### config.mk
export PLATFORM = sky130hd
export DESIGN_NAME = morph3_fifo
export DESIGN_NICKNAME = d
export VERILOG_FILES = /design/src/hdl/morph3_pkg.sv /design/src/hdl/morph3_fifo.sv
export SDC_FILE = /design/constraint.sdc
export NUM_CORES = 1
export LEC_CHECK = 0
export ABC_AREA = 1
export BUFFER_PORTS_ARGS = -buffer_cell sky130_fd_sc_hd__buf_2
export CORE_ASPECT_RATIO = 0.9
export CORE_MARGIN = 2
export CORE_UTILIZATION = 36
export DETAILED_ROUTE_END_ITERATION = 7
export GPL_ROUTABILITY_DRIVEN = 0
export SYNTH_ARGS = -nofsm -noshare
export SYNTH_HDL_FRONTEND = slang
export SYNTH_SLANG_ARGS = --single-unit
### constraint.sdc
create_clock -name i_clk -period 2.1 [get_ports i_clk]
set_input_delay 0.105 -clock i_clk [delete_from_list [all_inputs] [get_ports i_clk]]
set_output_delay 0.105 -clock i_clk [all_outputs]
set_load 0.05 [all_outputs]
### src/hdl/morph3_pkg.sv
// morph3_pkg: shared types and constants of the 3x3 morphology stream block
// no dependencies; used by the interfaces and all modules
`default_nettype none

package morph3_pkg;

    localparam int PIXEL_W   = 8;
    localparam int WORD_W    = 2 * PIXEL_W;
    localparam int SIZE_W    = 11;
    localparam int SIZE_MIN  = 3;
    localparam int REG_IDX_W = 3;

    localparam int FIFO_DEPTH = 4;
    localparam int FIFO_PTR_W = $clog2(FIFO_DEPTH);

    typedef logic [PIXEL_W-1:0] t_pixel;
    typedef logic [SIZE_W-1:0]  t_size;
    typedef logic [REG_IDX_W-1:0] t_reg_idx;

    typedef enum logic {
        OP_PIXEL = 1'b0,
        OP_FLUSH = 1'b1
    } t_opcode;

    localparam logic MODE_ERODE  = 1'b0;
    localparam logic MODE_DILATE = 1'b1;

    localparam t_reg_idx REG_MODE         = 3'd0;
    localparam t_reg_idx REG_LOW_LEVEL    = 3'd1;
    localparam t_reg_idx REG_HIGH_LEVEL   = 3'd2;
    localparam t_reg_idx REG_LINE_WIDTH   = 3'd3;
    localparam t_reg_idx REG_FRAME_HEIGHT = 3'd4;

    localparam logic   MODE_RESET         = MODE_ERODE;
    localparam t_pixel LOW_LEVEL_RESET    = 8'd0;
    localparam t_pixel HIGH_LEVEL_RESET   = 8'd255;
    localparam t_size  LINE_WIDTH_RESET   = 11'd720;
    localparam t_size  FRAME_HEIGHT_RESET = 11'd576;

    typedef struct packed {
        t_size line_width;
        t_size frame_height;
    } t_cfg_sizes;

    typedef struct packed {
        logic   mode;
        t_pixel low_level;
        t_pixel high_level;
    } t_cfg_levels;

    typedef struct packed {
        logic   is_flush;
        logic   emit;
        logic   use_mem;
        logic   interior;
        logic   line_end;
        logic   frame_end;
        t_pixel pixel;
    } t_cmd;

endpackage

`default_nettype wire

### src/hdl/morph3_fifo.sv
// morph3_fifo: short command queue between the front and the back
// depends on morph3_pkg
`default_nettype none

module morph3_fifo #(
    parameter int AW = 10
) (
    input  logic              i_clk,
    input  logic              i_rst_n,
    input  logic              i_push_valid,
    output logic              o_push_ready,
    input  morph3_pkg::t_cmd  i_cmd,
    input  logic [AW-1:0]     i_addr,
    output logic              o_pop_valid,
    input  logic              i_pop_ready,
    output morph3_pkg::t_cmd  o_cmd,
    output logic [AW-1:0]     o_addr
);
    import morph3_pkg::*;

    t_cmd                r_cmd  [FIFO_DEPTH];
    logic [AW-1:0]       r_addr [FIFO_DEPTH];
    logic [FIFO_PTR_W-1:0] r_wr_ptr, r_rd_ptr;
    logic [FIFO_PTR_W:0]   r_count;
    logic                push, pop;

    assign o_push_ready = (r_count != (FIFO_PTR_W + 1)'(FIFO_DEPTH));
    assign o_pop_valid  = (r_count != '0);
    assign push         = i_push_valid && o_push_ready;
    assign pop          = o_pop_valid && i_pop_ready;
    assign o_cmd        = r_cmd[r_rd_ptr];
    assign o_addr       = r_addr[r_rd_ptr];

    always_ff @(posedge i_clk) begin
        if (push) begin
            r_cmd[r_wr_ptr]  <= i_cmd;
            r_addr[r_wr_ptr] <= i_addr;
        end
    end

    always_ff @(posedge i_clk) begin
        if (!i_rst_n) begin
            r_wr_ptr <= '0;
            r_rd_ptr <= '0;
            r_count  <= '0;
        end else begin
            if (push) begin
                r_wr_ptr <= r_wr_ptr + FIFO_PTR_W'(1);
            end
            if (pop) begin
                r_rd_ptr <= r_rd_ptr + FIFO_PTR_W'(1);
            end
            if (push && !pop) begin
                r_count <= r_count + (FIFO_PTR_W + 1)'(1);
            end else if (pop && !push) begin
                r_count <= r_count - (FIFO_PTR_W + 1)'(1);
            end
        end
    end

endmodule

`default_nettype wire

==> impl_metrics.json <==
{
  "outcome": "finished clean",
  "rsz0062_at_grt": "false",
  "r2r-start": "r_count[1]",
  "hold_path_startpoint": "i_rst_n",
  "netlist.top_cell.by_area": "edfxtp_1",
  "ant_nets": 0,
  "utilization_pct": 45.7,
  "io_pins": 54,
  "crit_fanout": 32,
  "antenna_found_initial": 0,
  "drive_gt1_share_pct": 33.9,
  "dieWidth_um": 118,
  "synth_top_area_share_pct": 68.4,
  "finClkSkew_ns": 0.00778,
  "finalWorstSetupSlack_ns": 0.191,
  "maxSlewViolCount": 0,
  "diodes": 0,
  "cp_top_family": "buffers and inverters",
  "io_buffer_count": 53,
  "synth-edff-count": 96,
  "crit_buf_inv": 2,
  "p_total_mw": 6.57,
  "drt_iter0_drc": 99,
  "drcViolationCount": 0,
  "ys_ff_latch": 105,
  "cts_tree": "done",
  "ys_types": 22,
  "area_delta_synth_final_pct": 24.0,
  "yosysMostFrequentCell": "edfxtp_1",
  "fin_cells": 548,
  "grt_use_total_pct": 13.5,
  "endpoint_kind": "output port",
  "ys_seq_area_share_pct": 72.6,
  "layout_worst_path_cycle_share_pct": 90.9,
  "htreeDepth": 3,
  "clk_latency_ns": 0.33,
  "cpPeakStageDelay_ns": 0.44,
  "core_area_um2": 11400,
  "power.density_nw_per_um2": 1260,
  "max-cap-violations": 0,
  "num_rows": 37,
  "ys.warnings.count": 0,
  "regArea_um2": 3060,
  "worst_slew_pin_slew_ns": 0.451,
  "multi_input_area_um2": 1010,
  "dp_cells": 508,
  "clock-root-buffer": "clkbuf_16",
  "hp-class": "in -> reg",
  "p_leak_nw": 1.88,
  "min_period_ns": 1.91,
  "async_flop_share_pct": 0,
  "numCtsBuffers": 9,
  "arrival_ns": 1.80,
  "grt_pass1_wl_um": 13100,
  "pre_cts_slack_ns": 0.286,
  "initial_core_util_pct": 36.9,
  "fin_nets": 421,
  "fmax_ghz": 0.524,
  "totalWireLength_um": 7930,
  "synth_cells": 300,
  "netlist_top_cells_count": "edfxtp_1, o21ai_0, nor2_1, nor2_2, o22ai_2",
  "path_clk_slew_ns": 0.07,
  "finalHoldViolations": 0,
  "cp.required_ns": 2.00,
  "viasPerCell": 4.61,
  "grt_pass1_vias": 2632,
  "fillCellCount": 1049,
  "setup_tns_ns": 0,
  "synthTopCellsByArea": "edfxtp_1, o22ai_2, o21ai_0",
  "start_kind": "flip-flop",
  "synth_flop_cell": "edfxtp_1",
  "clockBufferDepth": 2,
  "fp.dieH_um": 107,
  "crit_chain": "buf_4 > o21ai_0 > o22ai_2 > buf_2",
  "clock-sinks": 105,
  "wl_per_cell_um": 14.5,
  "first_pass_iters": 4,
  "gr-total-overflow": 0,
  "synthesis.nets": 334,
  "critPathKind": "reg -> out",
  "syn_area_um2": 4220,
  "slew_headroom_pct": 69.9,
  "grt_max_degree": 33,
  "setup_viol": 0,
  "cp_slowest_cell": "dfxtp_2",
  "synth.avg_cell_area_um2": 14.1,
  "ir_drop_v": 0.000685,
  "ctsResizeCount": 0,
  "route.vias.total": 2525,
  "fp.dieArea_um2": 12600,
  "hpwlAfterDp_um": 5090,
  "post_cts_buffers": 0
}
## per-layer routing
layer / wire (µm) / GRT usage [%] / part of all wire (%) / vias to the layer above
met2: 3870 / 22.2 / 49 / 58
met4: 65 / 4.30 / 0.82 / 0
met5: 0 / 0 / 0 / -
met3: 384 / 4.26 / 4.8 / 4
li1: - / - / - / 1259
met1: 3620 / 17.2 / 46 / 1204
## report_power, final
group | total (mW) | switching, mW | internal, mW
Sequential | 2.64 | 0.0969 | 2.55
Combinational | 2.40 | 1.76 | 0.641
Clock | 1.52 | 0.708 | 0.815
Total | 6.57 | 2.57 | 4.00
## layout by cell type (no fill, tap or decap)
cell type      Yosys  final
a21oi_1            3      3
buf_12             0      1
buf_2              9     53
buf_4              1     12
clkbuf_16          0      9
clkinv_1           0      1
clkinv_2           0      1
clkinv_4           0      3
dfxtp_1            9      8
dfxtp_2            0      1
dlygate4sd3_1      0     24
edfxtp_1          96     96
fa_1               1      1
ha_1               5      5
inv_1             13     13
inv_2              3      3
inv_6              0      1
inv_8              0      1
nand2_1           12     12
nand2_2            3      3
nand3_1            4      4
nand3b_1           1      1
nor2_1            41     37
nor2_2            21     25
o21ai_0           45     45
o21ai_1            4      4
o22ai_1            4      4
o22ai_2           20     20
xor2_1             1      1
## tightest hold or removal path: cells and delay by family
kind / cells / cell delay, ns
buffers and inverters: 1 / 0.13
AND/OR/NAND/NOR: 2 / 0.09
## kinds of logic (layout without fill, tap and decap cells)
logic type | count (synthesis) | in the layout | share of synthesized area [%]
flops | 105 | 105 | 72.6
fa+ha+maj | 6 | 6 | 1.96
compound gates | 76 | 76 | 12.7
buf+inv | 30 | 122 | 3.56
simple gates | 82 | 82 | 8.93
xor+xnor | 1 | 1 | 0.208
## sequential cells by signal, summed over array words and instances, names as in the netlist, named ones only
register / flops
r_rd_ptr: 2
r_addr: 40
r_wr_ptr: 2
r_count: 3
r_cmd: 56
## what timing repair did
| action | 4_1_cts | 5_1_grt |
|---|---|---|
| endpoints found under the setup margin | 0 | 0 |
| endpoints found under the hold margin | 91 | 4 |
| hold buffers | 23 | 1 |
## final timing paths
kind                 end  slack [ns]  cells past startpoint
max             o_cmd[9]        0.19                      4
min           r_count[2]        0.03                      3
max reg2reg   r_count[1]        0.28                      9
min reg2reg  r_rd_ptr[0]        0.52                      2
## stage by stage
stage	area, µm²	hold WS (ns)
final	5230	0.0332
after floorplan	4220	0.204
after global placement	4710	0.324
after global routing	5230	0.0303
after CTS	5220	0.00230
after detailed placement	4710	0.326
## layout make-up
cell class	instances	area share, %
Sequential cell	105	58.6
Multi-Input combinational cell	165	19.4
Timing Repair Buffer	90	11.8
Clock buffer	9	4.31
Tap cell	156	3.73
Inverter	16	1.15
Clock inverter	7	1.05
Note: power is estimated with default switching activity, not from simulation.
