$ cat src/hdl/morph3_pkg.sv
// morph3_pkg: shared types and constants of the 3x3 morphology stream block
// no dependencies; used by the interfaces and all modules
`default_nettype none

package morph3_pkg;

    localparam int PIXEL_W   = 8;
    localparam int WORD_W    = 2 * PIXEL_W;
    localparam int SIZE_W    = 11;
    localparam int SIZE_MIN  = 3;
    localparam int REG_IDX_W = 3;

    localparam int FIFO_DEPTH = 4;
    localparam int FIFO_PTR_W = $clog2(FIFO_DEPTH);

    typedef logic [PIXEL_W-1:0] t_pixel;
    typedef logic [SIZE_W-1:0]  t_size;
    typedef logic [REG_IDX_W-1:0] t_reg_idx;

    typedef enum logic {
        OP_PIXEL = 1'b0,
        OP_FLUSH = 1'b1
    } t_opcode;

    localparam logic MODE_ERODE  = 1'b0;
    localparam logic MODE_DILATE = 1'b1;

    localparam t_reg_idx REG_MODE         = 3'd0;
    localparam t_reg_idx REG_LOW_LEVEL    = 3'd1;
    localparam t_reg_idx REG_HIGH_LEVEL   = 3'd2;
    localparam t_reg_idx REG_LINE_WIDTH   = 3'd3;
    localparam t_reg_idx REG_FRAME_HEIGHT = 3'd4;

    localparam logic   MODE_RESET         = MODE_ERODE;
    localparam t_pixel LOW_LEVEL_RESET    = 8'd0;
    localparam t_pixel HIGH_LEVEL_RESET   = 8'd255;
    localparam t_size  LINE_WIDTH_RESET   = 11'd720;
    localparam t_size  FRAME_HEIGHT_RESET = 11'd576;

    typedef struct packed {
        t_size line_width;
        t_size frame_height;
    } t_cfg_sizes;

    typedef struct packed {
        logic   mode;
        t_pixel low_level;
        t_pixel high_level;
    } t_cfg_levels;

    typedef struct packed {
        logic   is_flush;
        logic   emit;
        logic   use_mem;
        logic   interior;
        logic   line_end;
        logic   frame_end;
        t_pixel pixel;
    } t_cmd;

endpackage

`default_nettype wire

$ cat src/hdl/morph3_if.sv
// morph3 channel interfaces: pixel input, pixel output, register write
// depends on morph3_pkg
`default_nettype none

interface morph3_in_if;
    logic                valid;
    logic                ready;
    morph3_pkg::t_opcode opcode;
    morph3_pkg::t_pixel  pixel_in;
    modport source (output valid, output opcode, output pixel_in, input ready);
    modport sink (input valid, input opcode, input pixel_in, output ready);
endinterface


`default_nettype wire

$ cat src/hdl/morph3_front.sv
// morph3_front: accepts input transactions, tracks raster positions and owed pixels,
// and issues one command per pixel or active flush; depends on morph3_pkg, morph3_if
`default_nettype none

module morph3_front #(
    parameter int MAX_WIDTH  = 1024,
    parameter int MAX_HEIGHT = 1024
) (
    input  logic                          i_clk,
    input  logic                          i_rst_n,
    morph3_in_if.sink                     i_pix,
    input  morph3_pkg::t_cfg_sizes        i_sizes,
    output logic                          o_push_valid,
    input  logic                          i_push_ready,
    output morph3_pkg::t_cmd              o_cmd,
    output logic [$clog2(MAX_WIDTH)-1:0]  o_addr
);
    import morph3_pkg::*;

    localparam int CW  = $clog2(MAX_WIDTH);
    localparam int RW  = $clog2(MAX_HEIGHT);
    localparam int WB  = $clog2(MAX_WIDTH + 1);
    localparam int HB  = $clog2(MAX_HEIGHT + 1);
    localparam int XW  = ((WB > SIZE_W) ? WB : SIZE_W) + 1;
    localparam int YW  = ((HB > SIZE_W) ? HB : SIZE_W) + 1;
    localparam int PW  = $clog2(MAX_WIDTH + 2);

    logic [CW-1:0] r_in_col, n_in_col;
    logic [RW-1:0] r_in_row, n_in_row;
    logic [CW-1:0] r_out_col, n_out_col;
    logic [RW-1:0] r_out_row, n_out_row;
    logic [PW-1:0] r_pend, n_pend;

    logic [XW-1:0] eff_w;
    logic [YW-1:0] eff_h;
    logic [PW-1:0] lag;
    logic          accept, is_flush, at_start, restart, flush_act, emit;
    logic [CW-1:0] oc;
    logic [RW-1:0] orw;
    logic [PW-1:0] pend0;
    logic          line_end, last_row, interior, in_line_end, in_last_row;

    always_comb begin
        if (XW'(i_sizes.line_width) < XW'(SIZE_MIN)) begin
            eff_w = XW'(SIZE_MIN);
        end else if (XW'(i_sizes.line_width) > XW'(MAX_WIDTH)) begin
            eff_w = XW'(MAX_WIDTH);
        end else begin
            eff_w = XW'(i_sizes.line_width);
        end
        if (YW'(i_sizes.frame_height) < YW'(SIZE_MIN)) begin
            eff_h = YW'(SIZE_MIN);
        end else if (YW'(i_sizes.frame_height) > YW'(MAX_HEIGHT)) begin
            eff_h = YW'(MAX_HEIGHT);
        end else begin
            eff_h = YW'(i_sizes.frame_height);
        end
    end

    assign lag         = PW'(eff_w) + PW'(1);
    assign i_pix.ready = i_push_ready;
    assign accept      = i_pix.valid && i_push_ready;
    assign is_flush    = (i_pix.opcode == OP_FLUSH);
    assign at_start    = (r_in_col == '0) && (r_in_row == '0);
    assign restart     = !is_flush && at_start && (r_pend < lag);
    assign oc          = restart ? '0 : r_out_col;
    assign orw         = restart ? '0 : r_out_row;
    assign pend0       = restart ? '0 : r_pend;
    assign flush_act   = is_flush && at_start && (r_pend != '0);
    assign emit        = is_flush ? flush_act : (pend0 >= lag);

    assign line_end    = (XW'(oc) + XW'(1)) >= eff_w;
    assign last_row    = (YW'(orw) + YW'(1)) >= eff_h;
    assign interior    = (orw != '0) && ((YW'(orw) + YW'(2)) <= eff_h) &&
                         (oc != '0) && ((XW'(oc) + XW'(2)) <= eff_w);
    assign in_line_end = (XW'(r_in_col) + XW'(1)) >= eff_w;
    assign in_last_row = (YW'(r_in_row) + YW'(1)) >= eff_h;

    always_comb begin
        n_in_col  = r_in_col;
        n_in_row  = r_in_row;
        n_out_col = oc;
        n_out_row = orw;
        n_pend    = r_pend;
        if (emit) begin
            if (line_end) begin
                n_out_col = '0;
                n_out_row = last_row ? '0 : orw + RW'(1);
            end else begin
                n_out_col = oc + CW'(1);
            end
        end
        if (is_flush) begin
            if (flush_act) begin
                n_pend = r_pend - PW'(1);
            end
        end else begin
            n_pend = emit ? lag : pend0 + PW'(1);
            if (in_line_end) begin
                n_in_col = '0;
                n_in_row = in_last_row ? '0 : r_in_row + RW'(1);
            end else begin
                n_in_col = r_in_col + CW'(1);
            end
        end
    end

    always_ff @(posedge i_clk) begin
        if (!i_rst_n) begin
            r_in_col  <= '0;
            r_in_row  <= '0;
            r_out_col <= '0;
            r_out_row <= '0;
            r_pend    <= '0;
        end else if (accept) begin
            r_in_col  <= n_in_col;
            r_in_row  <= n_in_row;
            r_out_col <= n_out_col;
            r_out_row <= n_out_row;
            r_pend    <= n_pend;
        end
    end

    assign o_push_valid    = accept && (!is_flush || flush_act);
    assign o_cmd.is_flush  = is_flush;
    assign o_cmd.emit      = emit;
    assign o_cmd.use_mem   = last_row;
    assign o_cmd.interior  = interior;
    assign o_cmd.line_end  = line_end;
    assign o_cmd.frame_end = line_end && last_row;
    assign o_cmd.pixel     = i_pix.pixel_in;
    assign o_addr          = is_flush ? r_out_col : r_in_col;

endmodule

`default_nettype wire

$ cat src/flat_wrapper.sv
// flat-port wrapper written by rule: the top's interface ports become plain ports
module morph3_front_flat import morph3_pkg::*;
#(
    parameter int MAX_WIDTH  = 1024,
    parameter int MAX_HEIGHT = 1024
)
  (i_clk, i_rst_n, i_sizes, o_push_valid, i_push_ready, o_cmd, o_addr, i_pix_valid, i_pix_opcode, i_pix_pixel_in, i_pix_ready);
  morph3_in_if i_pix_i ();
  input  logic i_clk;
  input  logic i_rst_n;
  input  morph3_pkg::t_cfg_sizes i_sizes;
  output logic o_push_valid;
  input  logic i_push_ready;
  output morph3_pkg::t_cmd o_cmd;
  output logic [$clog2(MAX_WIDTH)-1:0] o_addr;
  input wire logic [$bits(i_pix_i.valid)-1:0] i_pix_valid;
  input wire logic [$bits(i_pix_i.opcode)-1:0] i_pix_opcode;
  input wire logic [$bits(i_pix_i.pixel_in)-1:0] i_pix_pixel_in;
  output wire logic [$bits(i_pix_i.ready)-1:0] i_pix_ready;
  assign i_pix_i.valid = i_pix_valid;
  assign i_pix_i.opcode = i_pix_opcode;
  assign i_pix_i.pixel_in = i_pix_pixel_in;
  assign i_pix_ready = i_pix_i.ready;
  morph3_front #(.MAX_WIDTH(MAX_WIDTH), .MAX_HEIGHT(MAX_HEIGHT)) u_core (.i_clk(i_clk), .i_rst_n(i_rst_n), .i_pix(i_pix_i), .i_sizes(i_sizes), .o_push_valid(o_push_valid), .i_push_ready(i_push_ready), .o_cmd(o_cmd), .o_addr(o_addr));
endmodule
$ cat config.mk
export PLATFORM = sky130hd
export DESIGN_NAME = morph3_front_flat
export DESIGN_NICKNAME = d
export VERILOG_FILES = /design/src/hdl/morph3_pkg.sv /design/src/hdl/morph3_if.sv /design/src/hdl/morph3_front.sv /design/src/flat_wrapper.sv
export SDC_FILE = /design/constraint.sdc
export NUM_CORES = 1
export LEC_CHECK = 0
export BUFFER_PORTS_ARGS = -buffer_cell sky130_fd_sc_hd__buf_2
export CORE_MARGIN = 10
export CORE_UTILIZATION = 50
export DETAILED_ROUTE_END_ITERATION = 12
export GPL_ROUTABILITY_DRIVEN = 0
export GPL_TIMING_DRIVEN = 1
export PLACE_DENSITY = 0.66
export SYNTH_ARGS = -nofsm -noshare
export SYNTH_HDL_FRONTEND = slang
export SYNTH_SLANG_ARGS = --single-unit
$ cat constraint.sdc
create_clock -name i_clk -period 20.4 [get_ports i_clk]
set_clock_uncertainty 0.15 [all_clocks]
set_input_delay 3.06 -clock i_clk [delete_from_list [all_inputs] [get_ports i_clk]]
set_output_delay 3.06 -clock i_clk [all_outputs]
set_load 0.05 [all_outputs]
==> impl_metrics.tcl <==
set metrics [dict create \
    ys_ff_latch 51 \
    clockBufferDepth 2 \
    initialDrtViolationCount 546 \
    whs_path_depth 2 \
    postCtsHoldBufs 0 \
    synth.most_common_cell "ha_1" \
    worstPathMaxFanout 23 \
    n_antenna_cell 0 \
    synth_flop_cell "dfxtp_1" \
    wl_um 17900 \
    cap_violations 0 \
    area_growth_syn_to_layout_pct 6.25 \
    fp.dieArea_mm2 0.0174 \
    combPwrFrac_pct 34.3 \
    fillers 1186 \
    post-route-min-period_ps 12750 \
    die-height_um 132 \
    p_switching_w 0.000127 \
    crit_type "in -> out" \
    core_area_mm2 0.0121 \
    synth_nets 953 \
    internal_power_w 0.000214 \
    grt_max_degree 40 \
    cts.sinks 51 \
    final_layout_size_suffix_gt1_share_pct 9.92 \
    postCtsResizedCells 0 \
    drc 0 \
    vias_per_cell 6.05 \
    whs_ps 368 \
    postPlaceCellArea_mm2 0.00644 \
    worstSetupStartpointType "input port" \
    hold_viol 0 \
    drt-wirelength-per-cell_um 18.0 \
    synthTopCellsByCount "96 x ha_1, 94 x nand2_1, 57 x nor2_1, 51 x dfxtp_1, 49 x o21ai_0" \
    grt_pass1_wl_um 29100 \
    synth_cell_types 70 \
    rows 40 \
    num_vias 6022 \
    hold_path_class "reg -> reg" \
    portBuffers 44 \
    synth_top_area_cell "ha_1" \
    p_total_w 0.000341 \
    slew_headroom_pct 31.7 \
    synth_cells 822 \
    grt_pass1_vias 5859 \
    ys_top_cells_by_area "ha_1 19%, dfxtp_1 16%, nand2_1 5.7%" \
    setup_viol 0 \
    clk_pin_slew_ps 80 \
    max_freq_mhz 78.4 \
    pwr-share-clk_pct 33.6 \
    dp_hpwl_um 13900 \
    post-cts-setup-buffers 0 \
    powerDensity_mw_per_mm2 51.4 \
    end_kind "output pin" \
    stdcell_area_mm2 0.00663 \
    grt_usage_pct 20.0 \
    tns_ps 0 \
    power.switching_fraction_pct 37.2 \
    cts_tree "done" \
    drt_first_pass_iters 5 \
    cts_buffers 5 \
    cp.required_ps 17190 \
    power_leakage_nw 3.03 \
    avgSynthCellArea_um2 7.60 \
    insertion_delay_ps 310 \
    drv_slew 0 \
    io_pins 61 \
    synth.top_cell.area_share_pct 19.2 \
    htree_levels 2 \
    post-route-util_pct 54.8 \
    worstMarginPinSlew_ps 1010 \
    rsz0062_at_grt "false" \
    synth_warnings 0 \
    r2r_cells 22 \
    synth_area_mm2 0.00624 \
    ant_nets 0 \
    initial_core_util_pct 51.5 \
    root_buffer "clkbuf_16" \
    antenna_found_initial 0 \
    layout.nets 957 \
    grt-ovfl-total 0 \
    arrival_ps 9540 \
    status "finished clean" \
    seqPwrFrac_pct 32.0 \
    synth-edff-count 0 \
    die_w_um 132 \
    ir_drop_mv 0.0393 \
    async_flop_share_pct 0 \
    post-route-period-util_pct 62.5 \
    ys_seq_area_share_pct 16.4 \
]
## per-stage QoR
step | worst slack (ps) | instances
after global routing | 7120 | 995
after CTS | 7800 | 995
after floorplan | 8720 | 822
final | 7650 | 995
after detailed placement | 7850 | 987
after global placement | 8150 | 987
## worst max-delay path: stages
cell	delay (ps)
buf_2	140
nor4_1	380
and2_1	210
o21ai_0	150
inv_1	180
ha_1	220
nand4_1	100
nor3_1	410
a31oi_1	270
ha_1	400
and3_1	170
o2111ai_1	160
o211ai_1	500
buf_4	360
nand2_1	150
inv_1	110
ha_1	190
nand3_1	130
or2_2	370
nor2_1	260
xnor2_1	170
nor2_1	60
ha_1	300
o21a_1	110
o211ai_1	70
o21ai_1	460
and2_1	210
buf_2	260
## path summary, 6_finish.rpt
check                                   from                               end  slack, ps
max                              i_sizes[15]                          o_cmd[8]       7650
max reg2reg  u_core.r_in_row[0]$_SDFFE_PN0P_  u_core.r_out_row[7]$_SDFFE_PN0P_      14560
min reg2reg  u_core.r_in_row[8]$_SDFFE_PN0P_   u_core.r_in_row[8]$_SDFFE_PN0P_        370
min          u_core.r_in_row[8]$_SDFFE_PN0P_   u_core.r_in_row[8]$_SDFFE_PN0P_        370
## power by group through the flow
| stage | Combinational (W) | Clock, W | Sequential (W) |
|---|---|---|---|
| CTS | 0.000116 | 0.000117 | 0.000109 |
| detailed placement | 0.000115 | 0 | 0.000111 |
| finish | 0.000117 | 0.000115 | 0.000109 |
| global route | 0.000129 | 0.000119 | 0.000110 |
| global placement | 0.000112 | 0 | 0.000111 |
| floorplan | 0.0000947 | 0 | 0.000108 |
## layer usage
layer,vias up,GRT usage (%),part of all wire [%]
met5,-,0,0
met4,0,9.27,3.4
met3,41,3.16,7.1
met2,252,31.9,44
met1,2769,25.7,46
li1,2960,-,-
## cells by family (layout without fill, tap and decap cells)
kind of cell | count (synthesis) | after routing | share of synthesized area, %
simple gates | 324 | 324 | 26.3
compound gates | 176 | 176 | 19.1
fa+ha+maj | 96 | 96 | 19.2
buf+inv | 91 | 96 | 6.61
xor+xnor | 67 | 67 | 9.40
flops | 51 | 51 | 16.4
mux | 17 | 17 | 2.99
## flip-flops by register name, indices dropped and copies added (netlist names)
signal            flops
u_core.r_out_row     10
u_core.r_pend        11
u_core.r_in_row      10
u_core.r_in_col      10
u_core.r_out_col     10
## cell usage in the layout (no fill, tap or decap), types with 31 or more instances in the layout
master and instances:
nand3_1 38, nor2_1 57, o21ai_0 49, buf_2 44
nand2_1 94, xnor2_1 36, xor2_1 31, ha_1 96
inv_1 39, dfxtp_1 51
## final cells by class
cell class / count / area, µm² / share of cell area [%]
clock inverters: 3 / 67.6 / 1.02
repair buffers: 48 / 250 / 3.77
inverters: 40 / 150 / 2.26
multi-input cells: 680 / 4810 / 72.5
clock buffers: 5 / 125 / 1.89
well taps: 168 / 210 / 3.17
flip-flops and latches: 51 / 1020 / 15.4
No activity file was read; power rests on OpenSTA's default activity.
